### src/sv/olt_pkg.sv
// Shared constants, codes and types for the ordered list table.
`default_nettype none
package olt_pkg;

   // Store size and the widths that follow from it.
   localparam int CAPACITY = 16;
   localparam int DATA_W   = 32;
   localparam int IDX_W    = $clog2(CAPACITY);
   localparam int LEN_W    = $clog2(CAPACITY + 1);

   // Operation codes carried by an input item.
   typedef enum logic [1:0] {
      OP_APPEND  = 2'd0,
      OP_READOUT = 2'd1,
      OP_REPLACE = 2'd2,
      OP_DELETE  = 2'd3
   } op_type;

   // Status codes returned with each result.
   typedef enum logic [1:0] {
      ST_OK       = 2'd0,
      ST_EMPTY    = 2'd1,
      ST_NOTFOUND = 2'd2,
      ST_FULL     = 2'd3
   } status_type;

   // Controller states.
   typedef enum logic {
      S_IDLE = 1'b0,
      S_WALK = 1'b1
   } state_type;

endpackage
`default_nettype wire

### src/sv/olt_ram.sv
// Generic single-port-write, single-port-read RAM with a registered read.
`default_nettype none
module olt_ram #(
   parameter int WIDTH = 32,
   parameter int DEPTH = 16
) (
   input  wire logic                     clock,
   input  wire logic                     wr_en,
   input  wire logic [$clog2(DEPTH)-1:0] wr_addr,
   input  wire logic [WIDTH-1:0]         wr_data,
   input  wire logic [$clog2(DEPTH)-1:0] rd_addr,
   output logic      [WIDTH-1:0]         rd_data
);

   logic [WIDTH-1:0] mem [DEPTH];

   // Write and registered read in the same clock.
   always_ff @(posedge clock) begin
      if (wr_en) begin
         mem[wr_addr] <= wr_data;
      end
      rd_data <= mem[rd_addr];
   end

endmodule
`default_nettype wire

### src/sv/ordered_list_table_unit.sv
// Top level of the ordered list table: controller and entry store.
//
// Usage: an item is presented on req_op, req_value and req_new_value and is
// taken at a clock edge where start is high and busy is low. Results appear
// on rsp_data, rsp_status and rsp_last for exactly one cycle, marked by
// rsp_strobe; the receiver cannot hold them off. rsp_last marks the final
// result of each item.
// Append, and any operation on an empty list, gives its single result in
// the cycle after acceptance and leaves busy low, so such items can follow
// one another every cycle.
// Read-out, replace and delete walk the stored entries through the entry
// RAM, one read a cycle with a registered read: the item holds busy until
// its last result appears. Read-out gives one result a cycle. The walk
// rate is set by the single read port of the entry RAM; replace writes
// back one entry behind the read address and delete two entries behind.
// Reset clears the length to zero and returns the controller to idle; the
// RAM contents are not cleared, as entries at or above the length are never
// read.
`default_nettype none
module ordered_list_table_unit
   import olt_pkg::*;
(
   input  wire logic                     clock,
   input  wire logic                     reset,
   input  wire logic                     start,
   output logic                          busy,
   input  wire logic [1:0]               req_op,
   input  wire logic signed [DATA_W-1:0] req_value,
   input  wire logic signed [DATA_W-1:0] req_new_value,
   output logic                          rsp_strobe,
   output logic signed [DATA_W-1:0]      rsp_data,
   output logic [1:0]                    rsp_status,
   output logic                          rsp_last
);

   // Control registers.
   state_type          state_ff, state_in;
   logic [LEN_W-1:0]   len_ff, len_in;
   logic [IDX_W-1:0]   rd_idx_ff, rd_idx_in;
   logic               rd_on_ff, rd_on_in;
   logic               pend_ff, pend_in;
   logic [IDX_W-1:0]   pend_idx_ff, pend_idx_in;
   logic               found_ff, found_in;
   logic               rsp_strobe_ff, rsp_strobe_in;

   // Payload registers.
   op_type             op_ff, op_in;
   logic [DATA_W-1:0]  value_ff, value_in;
   logic [DATA_W-1:0]  nval_ff, nval_in;
   logic [DATA_W-1:0]  rsp_data_ff, rsp_data_in;
   status_type         rsp_status_ff, rsp_status_in;
   logic               rsp_last_ff, rsp_last_in;

   // RAM port signals.
   logic               wr_en;
   logic [IDX_W-1:0]   wr_addr;
   logic [DATA_W-1:0]  wr_data;
   logic [DATA_W-1:0]  rd_data;

   // Walk helpers.
   logic               accept;
   logic [LEN_W-1:0]   len_m1;
   logic               issue_last;
   logic               pend_last;
   logic               match;

   olt_ram #(
      .WIDTH(DATA_W),
      .DEPTH(CAPACITY)
   ) u_ram (
      .clock  (clock),
      .wr_en  (wr_en),
      .wr_addr(wr_addr),
      .wr_data(wr_data),
      .rd_addr(rd_idx_ff),
      .rd_data(rd_data)
   );

   assign busy       = (state_ff != S_IDLE);
   assign accept     = start && !busy;
   assign len_m1     = len_ff - LEN_W'(1);
   assign issue_last = ({{(LEN_W-IDX_W){1'b0}}, rd_idx_ff} == len_m1);
   assign pend_last  = ({{(LEN_W-IDX_W){1'b0}}, pend_idx_ff} == len_m1);
   assign match      = (rd_data == value_ff);

   assign rsp_strobe = rsp_strobe_ff;
   assign rsp_data   = rsp_data_ff;
   assign rsp_status = rsp_status_ff;
   assign rsp_last   = rsp_last_ff;

   // State register and control.
   always_ff @(posedge clock) begin
      if (reset) begin
         state_ff      <= S_IDLE;
         len_ff        <= '0;
         rd_on_ff      <= 1'b0;
         pend_ff       <= 1'b0;
         found_ff      <= 1'b0;
         rsp_strobe_ff <= 1'b0;
      end else begin
         state_ff      <= state_in;
         len_ff        <= len_in;
         rd_on_ff      <= rd_on_in;
         pend_ff       <= pend_in;
         found_ff      <= found_in;
         rsp_strobe_ff <= rsp_strobe_in;
      end
   end

   // Payload and index registers.
   always_ff @(posedge clock) begin
      rd_idx_ff     <= rd_idx_in;
      pend_idx_ff   <= pend_idx_in;
      op_ff         <= op_in;
      value_ff      <= value_in;
      nval_ff       <= nval_in;
      rsp_data_ff   <= rsp_data_in;
      rsp_status_ff <= rsp_status_in;
      rsp_last_ff   <= rsp_last_in;
   end

   // Next state, RAM accesses and results.
   always_comb begin
      state_in      = state_ff;
      len_in        = len_ff;
      rd_idx_in     = rd_idx_ff;
      rd_on_in      = rd_on_ff;
      pend_in       = 1'b0;
      pend_idx_in   = rd_idx_ff;
      found_in      = found_ff;
      op_in         = op_ff;
      value_in      = value_ff;
      nval_in       = nval_ff;
      rsp_strobe_in = 1'b0;
      rsp_data_in   = '0;
      rsp_status_in = ST_OK;
      rsp_last_in   = 1'b1;
      wr_en         = 1'b0;
      wr_addr       = len_ff[IDX_W-1:0];
      wr_data       = req_value;

      case (state_ff)
         S_IDLE: begin
            if (accept) begin
               op_in     = op_type'(req_op);
               value_in  = req_value;
               nval_in   = req_new_value;
               rd_idx_in = '0;
               found_in  = 1'b0;
               if (op_type'(req_op) == OP_APPEND) begin
                  // Append stores at the tail unless the store is full.
                  rsp_strobe_in = 1'b1;
                  if (len_ff >= LEN_W'(CAPACITY)) begin
                     rsp_status_in = ST_FULL;
                  end else begin
                     wr_en  = 1'b1;
                     len_in = len_ff + LEN_W'(1);
                  end
               end else if (len_ff == '0) begin
                  // Every walking operation reports an empty list at once.
                  rsp_strobe_in = 1'b1;
                  rsp_status_in = ST_EMPTY;
               end else begin
                  rd_on_in = 1'b1;
                  state_in = S_WALK;
               end
            end
         end

         S_WALK: begin
            // Issue one read a cycle until the last valid entry.
            if (rd_on_ff) begin
               pend_in   = 1'b1;
               rd_idx_in = rd_idx_ff + IDX_W'(1);
               rd_on_in  = !issue_last;
            end

            // Handle the entry that the RAM returned this cycle.
            if (pend_ff) begin
               case (op_ff)
                  OP_READOUT: begin
                     rsp_strobe_in = 1'b1;
                     rsp_data_in   = rd_data;
                     rsp_last_in   = pend_last;
                  end
                  OP_REPLACE: begin
                     if (match) begin
                        wr_en   = 1'b1;
                        wr_addr = pend_idx_ff;
                        wr_data = nval_ff;
                     end
                     rsp_strobe_in = pend_last;
                  end
                  OP_DELETE: begin
                     // After the first match each entry moves down one place.
                     if (found_ff) begin
                        wr_en   = 1'b1;
                        wr_addr = pend_idx_ff - IDX_W'(1);
                        wr_data = rd_data;
                     end else if (match) begin
                        found_in = 1'b1;
                     end
                     if (pend_last) begin
                        rsp_strobe_in = 1'b1;
                        if (found_ff || match) begin
                           len_in = len_m1;
                        end else begin
                           rsp_status_in = ST_NOTFOUND;
                        end
                     end
                  end
                  default: begin
                     rsp_strobe_in = pend_last;
                  end
               endcase
               if (pend_last) begin
                  state_in = S_IDLE;
                  rd_on_in = 1'b0;
               end
            end
         end

         default: begin
            state_in = S_IDLE;
         end
      endcase
   end

endmodule
`default_nettype wire

### config.mk
export PLATFORM = sky130hd
export DESIGN_NAME = ordered_list_table_unit
export DESIGN_NICKNAME = d
export VERILOG_FILES = /design/src/sv/olt_pkg.sv /design/src/sv/olt_ram.sv /design/src/sv/ordered_list_table_unit.sv
export SDC_FILE = /design/constraint.sdc
export NUM_CORES = 1
export LEC_CHECK = 0
export BUFFER_PORTS_ARGS = -buffer_cell sky130_fd_sc_hd__buf_2
export CORE_ASPECT_RATIO = 0.6
export CORE_MARGIN = 8
export CORE_UTILIZATION = 50
export CTS_CLUSTER_DIAMETER = 100
export DETAILED_ROUTE_END_ITERATION = 10
export MAX_ROUTING_LAYER = met4
export PLACE_DENSITY = 0.67
export SYNTH_ARGS = -nofsm -noshare
export SYNTH_HDL_FRONTEND = slang
export SYNTH_SLANG_ARGS = --single-unit
### constraint.sdc
create_clock -name clock -period 4.3 [get_ports clock]
set_clock_uncertainty 0.05 [all_clocks]
set_input_delay 0.215 -clock clock [delete_from_list [all_inputs] [get_ports clock]]
set_output_delay 0.215 -clock clock [all_outputs]
set_load 0.05 [all_outputs]
==> results.sh, run 1 <==
export IMPL_fin_area_um2=30300
export IMPL_p_per_area_nw_per_um2=438
export IMPL_pre_cts_ws_ns=0.667
export IMPL_rsz0062_at_grt="false"
export IMPL_grt_max_degree=56
export IMPL_final_cell_mix="edfxtp_1 (582), mux4_2 (160), buf_2 (105)"
export IMPL_period_minus_slack_ns=3.72
export IMPL_antenna_found_initial=1
export IMPL_drtIter0Drc=1604
export IMPL_ios=106
export IMPL_setup_viol=0
export IMPL_detail_route_antenna_nets=0
export IMPL_vdd_drop_max_mv=0.366
export IMPL_gp_congestion=0.883
export IMPL_vias=13800
export IMPL_yosys_warnings=0
export IMPL_period_share=0.864
export IMPL_h_tree_depth=2
export IMPL_status="finished, final reports clean"
export IMPL_critPathCaptureType="flip-flop"
export IMPL_drc=0
export IMPL_max_freq_mhz=269
export IMPL_coreArea_um2=50900
export IMPL_final_cells=2291
export IMPL_synth_seq_cells=663
export IMPL_synth_edff_count=582
export IMPL_numCtsBuffers=57
export IMPL_viasPerCell=6.03
export IMPL_cts_root_buffer="clkbuf_16"
export IMPL_fin_ws_ns=0.584
export IMPL_hold_path_class="primary input to flip-flop"
export IMPL_rows=64
export IMPL_critPathArrivalTime_ns=3.97
export IMPL_die_h_um=192
export IMPL_netlist_area_um2=25800
export IMPL_syn_nets=1369
export IMPL_tritoncts="yes"
export IMPL_ys_seq_area_frac=0.742
export IMPL_grt_pass1_vias=13700
export IMPL_synthCells=1296
export IMPL_maxSlewHeadroom=0.162
export IMPL_numPortBuffers=105
export IMPL_dp_hpwl_mm=41.4
export IMPL_drt_total_wl_mm=64.7
export IMPL_leakage_uw=0.0100
export IMPL_worst_setup_path_type="flip-flop to flip-flop"
export IMPL_firstDrtPassIters=7
export IMPL_cp_start_kind="flip-flop"
export IMPL_final_common_cell="edfxtp_1"
export IMPL_hold_violations=0
export IMPL_cts_buffer_depth=3
export IMPL_wl_per_cell_um=28.2
export IMPL_grt_use_total=0.224
export IMPL_grt_ovfl_total=0
export IMPL_async_flop_share=0
export IMPL_insertion_delay_ns=0.61
export IMPL_drv_cap=0
export IMPL_layout_drive_gt1_share=0.307
export IMPL_dp_cells=2116
export IMPL_ys_flop_type="edfxtp_1"
export IMPL_start_util=0.506
export IMPL_cts_setup_buffers=0
export IMPL_final_max_slew_violation_count=0
export IMPL_layout_area_overhead_vs_synth_pct=17.7
export IMPL_path_clk_slew_ns=0.07
export IMPL_synth_avg_cell_area_um2=19.9
export IMPL_die_width_um=309
export IMPL_grt_pass1_wl_mm=94.5
export IMPL_dieArea_um2=59300
export IMPL_fin_nets=1622
export IMPL_max_slew_worst_pin_slew_ns=1.26
export IMPL_clkSinkCount=663
export IMPL_required_ns=4.55
export IMPL_synth_cell_types=62
export IMPL_path_max_fanout=18
export IMPL_place_area_um2=27800
state kept, by name (all words and copies together) (netlist names), 2 cells and up:
signal	cells
pend_idx_in	4
len_ff	5
rsp_data	32
rsp_status	2
pend_idx_ff	4
u_ram.mem	512
nval_ff	32
op_ff	2
value_ff	32
u_ram.rd_data	32
cell families after synthesis:
logic type / Yosys count / share of synthesized area
muxes: 197 / 0.154
and+or+nand+nor: 176 / 0.0403
buffers and inverters: 80 / 0.0140
AOI/OAI and AO/OA: 129 / 0.0311
adders and majority gates: 4 / 0.00194
DFF: 663 / 0.742
xor gates and xnor gates: 47 / 0.0165
cells in the mapped netlist, types with 5 or more instances:
| cell | number | area [um2] |
|---|---|---|
| clkbuf_1 | 40 | 150 |
| mux2i_1 | 33 | 330 |
| xor2_1 | 36 | 315 |
| inv_1 | 8 | 30.0 |
| a21oi_1 | 43 | 215 |
| buf_1 | 9 | 33.8 |
| nor3_1 | 16 | 80.1 |
| buf_2 | 18 | 90.1 |
| mux4_2 | 160 | 3600 |
| dfxtp_1 | 81 | 1620 |
| nand3_1 | 8 | 40.0 |
| a22oi_1 | 28 | 210 |
| edfxtp_1 | 582 | 17500 |
| xnor2_1 | 10 | 87.6 |
| nor2b_1 | 5 | 31.3 |
| and3_1 | 6 | 37.5 |
| and2_1 | 35 | 219 |
| nor2_1 | 52 | 195 |
| nand2_1 | 22 | 82.6 |
| o21ai_0 | 36 | 180 |
area by class of cell:
class                   instances  area, um2
well taps                     693        867
repair buffers                265       2030
multi-input cells             553       6400
clock buffers                  76       1530
clock inverters                31        343
fillers                      3721      20600
inverters                       9       35.0
diodes                          1       2.50
flip-flops and latches        663      19100
through the flow:
step           hold slack [ns]  power [uW]  TNS (ns)   util
5_1_grt                 0.0159       13600         0  0.595
2_1_floorplan            0.264        7830    -42.31      -
3_3_place_gp             0.343        8160         0  0.545
3_5_place_dp             0.343        8170         0  0.545
4_1_cts              0.0000399       13300         0  0.595
6_report                0.0202       13300         0  0.595
path summary, 6_finish.rpt:
path | start | endpoint | slack [ns] | cells after the start
setup / recovery | value_ff[25] | u_ram.mem[1][9] | 0.58 | 8
hold / removal | start | rsp_status[0] | 0.02 | 3
setup reg to reg | value_ff[25] | u_ram.mem[1][9] | 0.58 | 8
hold reg to reg | rd_on_ff | pend_ff | 0.42 | 2
layer usage:
metal / vias up / track usage / wire, um
met5: - / - / 0
met4: 0 / 0.0490 / 1310
met3: 88 / 0.0576 / 6540
met2: 656 / 0.319 / 28600
met1: 7297 / 0.328 / 28200
li1: 5773 / - / -
report_power, final:
group          internal [uW]  switching, uW  leakage [uW]
combinational            396            466       0.00318
clock                   2870           2300      0.000915
sequential              7110            111       0.00592
worst max-delay path, cell delays in order (launching register included):
cell and delay, ns:
edfxtp_1 0.38, xor2_1 0.22, nor4_2 0.47, and4_1 0.34
a21oi_1 0.14, o21ai_0 0.30, and2_0 0.57, and3_2 0.66
buf_12 0.26
repair_timing:
item                                   CTS  global route
hold buffers                            67             0
resized for setup                        0             0
endpoints found under the hold margin   73             0
(Power assumes the default switching activity.)
==> inputs of run 2 (changes only) <==
Settings changed: RECOVER_POWER set to 25.
==> run 2 against run 1 <==
  * Maximum frequency is 3.7% lower
  * Sequential power about the same
  * Critical endpoint is now u_ram.mem[3][2]
  * Combinational power decreased by 1%
  * Setup slack got worse by 0.14 ns
  * The flow now finishes with violations (max-capacitance violations, max-slew violations)
==> results.sh, run 2 (synthesis gave the netlist of run 1 again) <==
export IMPL_drtIter0Drc=1661
export IMPL_critPathArrivalTime_ns=4.10
export IMPL_grt_ovfl_total=0
export IMPL_vias=13800
export IMPL_vdd_drop_max_mv=0.367
export IMPL_drv_cap=4
export IMPL_h_tree_depth=2
export IMPL_max_freq_mhz=259
export IMPL_setup_viol=0
export IMPL_layout_area_overhead_vs_synth_pct=16.9
export IMPL_ctsResizeCount=0
export IMPL_path_clk_slew_ns=0.07
export IMPL_final_cells=2291
export IMPL_hold_violations=0
export IMPL_p_int_uw=10400
export IMPL_min_from="start"
export IMPL_worst_setup_path_type="flip-flop to flip-flop"
export IMPL_p_comb_frac=0.064
export IMPL_register_area_um2=19100
export IMPL_min_to="rsp_status[0]"
export IMPL_startpoint="value_ff[25]"
export IMPL_failed_checks="max-capacitance violations, max-slew violations"
export IMPL_ios=106
export IMPL_dp_cells=2116
export IMPL_drc=0
export IMPL_die_h_um=192
export IMPL_multi_input_area_um2=6370
export IMPL_status="complete, but fails checks"
export IMPL_maxSlewHeadroom=-1.20
export IMPL_grt_pass1_vias=13700
export IMPL_final_cell_mix="edfxtp_1 (582), mux4_2 (160), clkbuf_1 (106)"
export IMPL_grt_max_degree=56
export IMPL_cts_buffer_depth=3
export IMPL_coreArea_um2=50900
export IMPL_dp_hpwl_mm=41.4
export IMPL_die_width_um=309
export IMPL_detail_route_antenna_nets=0
export IMPL_hold_depth=3
export IMPL_regToRegSetupSlack_ns=0.44
export IMPL_fin_total_pwr_uw=13300
export IMPL_critPathCaptureType="flip-flop"
export IMPL_clkPwrFrac=0.390
export IMPL_cts_setup_buffers=0
export IMPL_numCtsBuffers=57
export IMPL_p_switching_uw=2880
export IMPL_seqPwrFrac=0.545
export IMPL_place_area_um2=27800
export IMPL_period_share=0.897
export IMPL_switching_share=0.217
export IMPL_largest_reg_flops=512
export IMPL_final_common_cell="edfxtp_1"
export IMPL_tritoncts="yes"
export IMPL_antenna_found_initial=1
export IMPL_hold_path_class="primary input to flip-flop"
export IMPL_period_minus_slack_ns=3.86
export IMPL_largest_register="u_ram.mem"
export IMPL_max_slew_worst_pin_slew_ns=3.29
export IMPL_clkSinkCount=663
export IMPL_reg2reg_from="value_ff[25]"
export IMPL_grt_pass1_wl_mm=94.5
export IMPL_rsz0062_at_grt="false"
export IMPL_rr_endpoint="u_ram.mem[3][2]"
export IMPL_final_max_slew_violation_count=90
export IMPL_nFillCells=3768
export IMPL_grt_use_total=0.224
export IMPL_required_ns=4.54
export IMPL_ff2ff_path_depth=8
export IMPL_drt_total_wl_mm=64.7
export IMPL_dieArea_um2=59300
export IMPL_path_max_fanout=20
export IMPL_layout_drive_gt1_share=0.248
export IMPL_numPortBuffers=105
export IMPL_wl_per_cell_um=28.3
export IMPL_p_per_area_nw_per_um2=440
export IMPL_rows=64
export IMPL_start_util=0.506
export IMPL_insertion_delay_ns=0.61
export IMPL_leakage_uw=0.00965
export IMPL_firstDrtPassIters=6
export IMPL_fin_area_um2=30100
export IMPL_viasPerCell=6.02
export IMPL_cp_start_kind="flip-flop"
export IMPL_gp_congestion=0.883
export IMPL_fin_nets=1622
export IMPL_cts_root_buffer="clkbuf_16"
[run 2: worst max path at each step]
stage                                   end  depth (start not counted)
after detailed placement   u_ram.mem[1][31]                          8
final                       u_ram.mem[3][2]                          8
after CTS                   u_ram.mem[1][9]                          8
after global routing        u_ram.mem[3][4]                          8
after floorplan             u_ram.mem[0][0]                          8
after global placement    u_ram.mem[10][26]                          8
[run 2: routing by layer]
layer	vias to the layer above	track usage	part of all wire
li1	5765	-	-
met1	7273	0.328	0.44
met2	649	0.319	0.44
met3	94	0.0576	0.096
met4	0	0.0490	0.021
met5	-	-	0
[run 2: power by group through the flow]
stage,Clock (uW),Combinational [uW],Sequential (uW)
floorplan,0,523,7310
detailed placement,0,813,7360
global placement,0,804,7360
global route,5490,909,7230
CTS,5250,863,7220
finish,5170,853,7230
[run 2: critical path: stages (launching register included)]
cell and delay, ns:
edfxtp_1 0.38, xor2_1 0.22, nor4_1 0.49, nand4_1 0.47, nor3_4 0.44, a32oi_1 0.20
a22oi_1 0.40, and2_2 0.57, buf_12 0.26
[run 2: layout make-up]
cell class,instances,area share
diodes,1,0.0000831
clock buffers,76,0.0507
clock inverters,31,0.0114
inverters,9,0.00116
multi-input cells,553,0.212
flip-flops and latches,663,0.634
well taps,693,0.0288
repair buffers,265,0.0621
[run 2: stage by stage]
| stage | util | setup TNS [ns] | hold slack (ns) | worst slack [ns] |
|---|---|---|---|---|
| 2_1_floorplan | - | -42.31 | 0.264 | -0.331 |
| 3_3_place_gp | 0.545 | 0 | 0.343 | 0.719 |
| 3_5_place_dp | 0.545 | 0 | 0.343 | 0.667 |
| 4_1_cts | 0.595 | 0 | 0.0000399 | 0.653 |
| 5_1_grt | 0.591 | 0 | 0.0107 | 0.230 |
| 6_report | 0.591 | 0 | 0.0129 | 0.441 |
[run 2: what timing repair did]
action,4_1_cts,5_1_grt
endpoints found under the setup margin,0,0
hold buffers,67,0
endpoints found under the hold margin,73,0
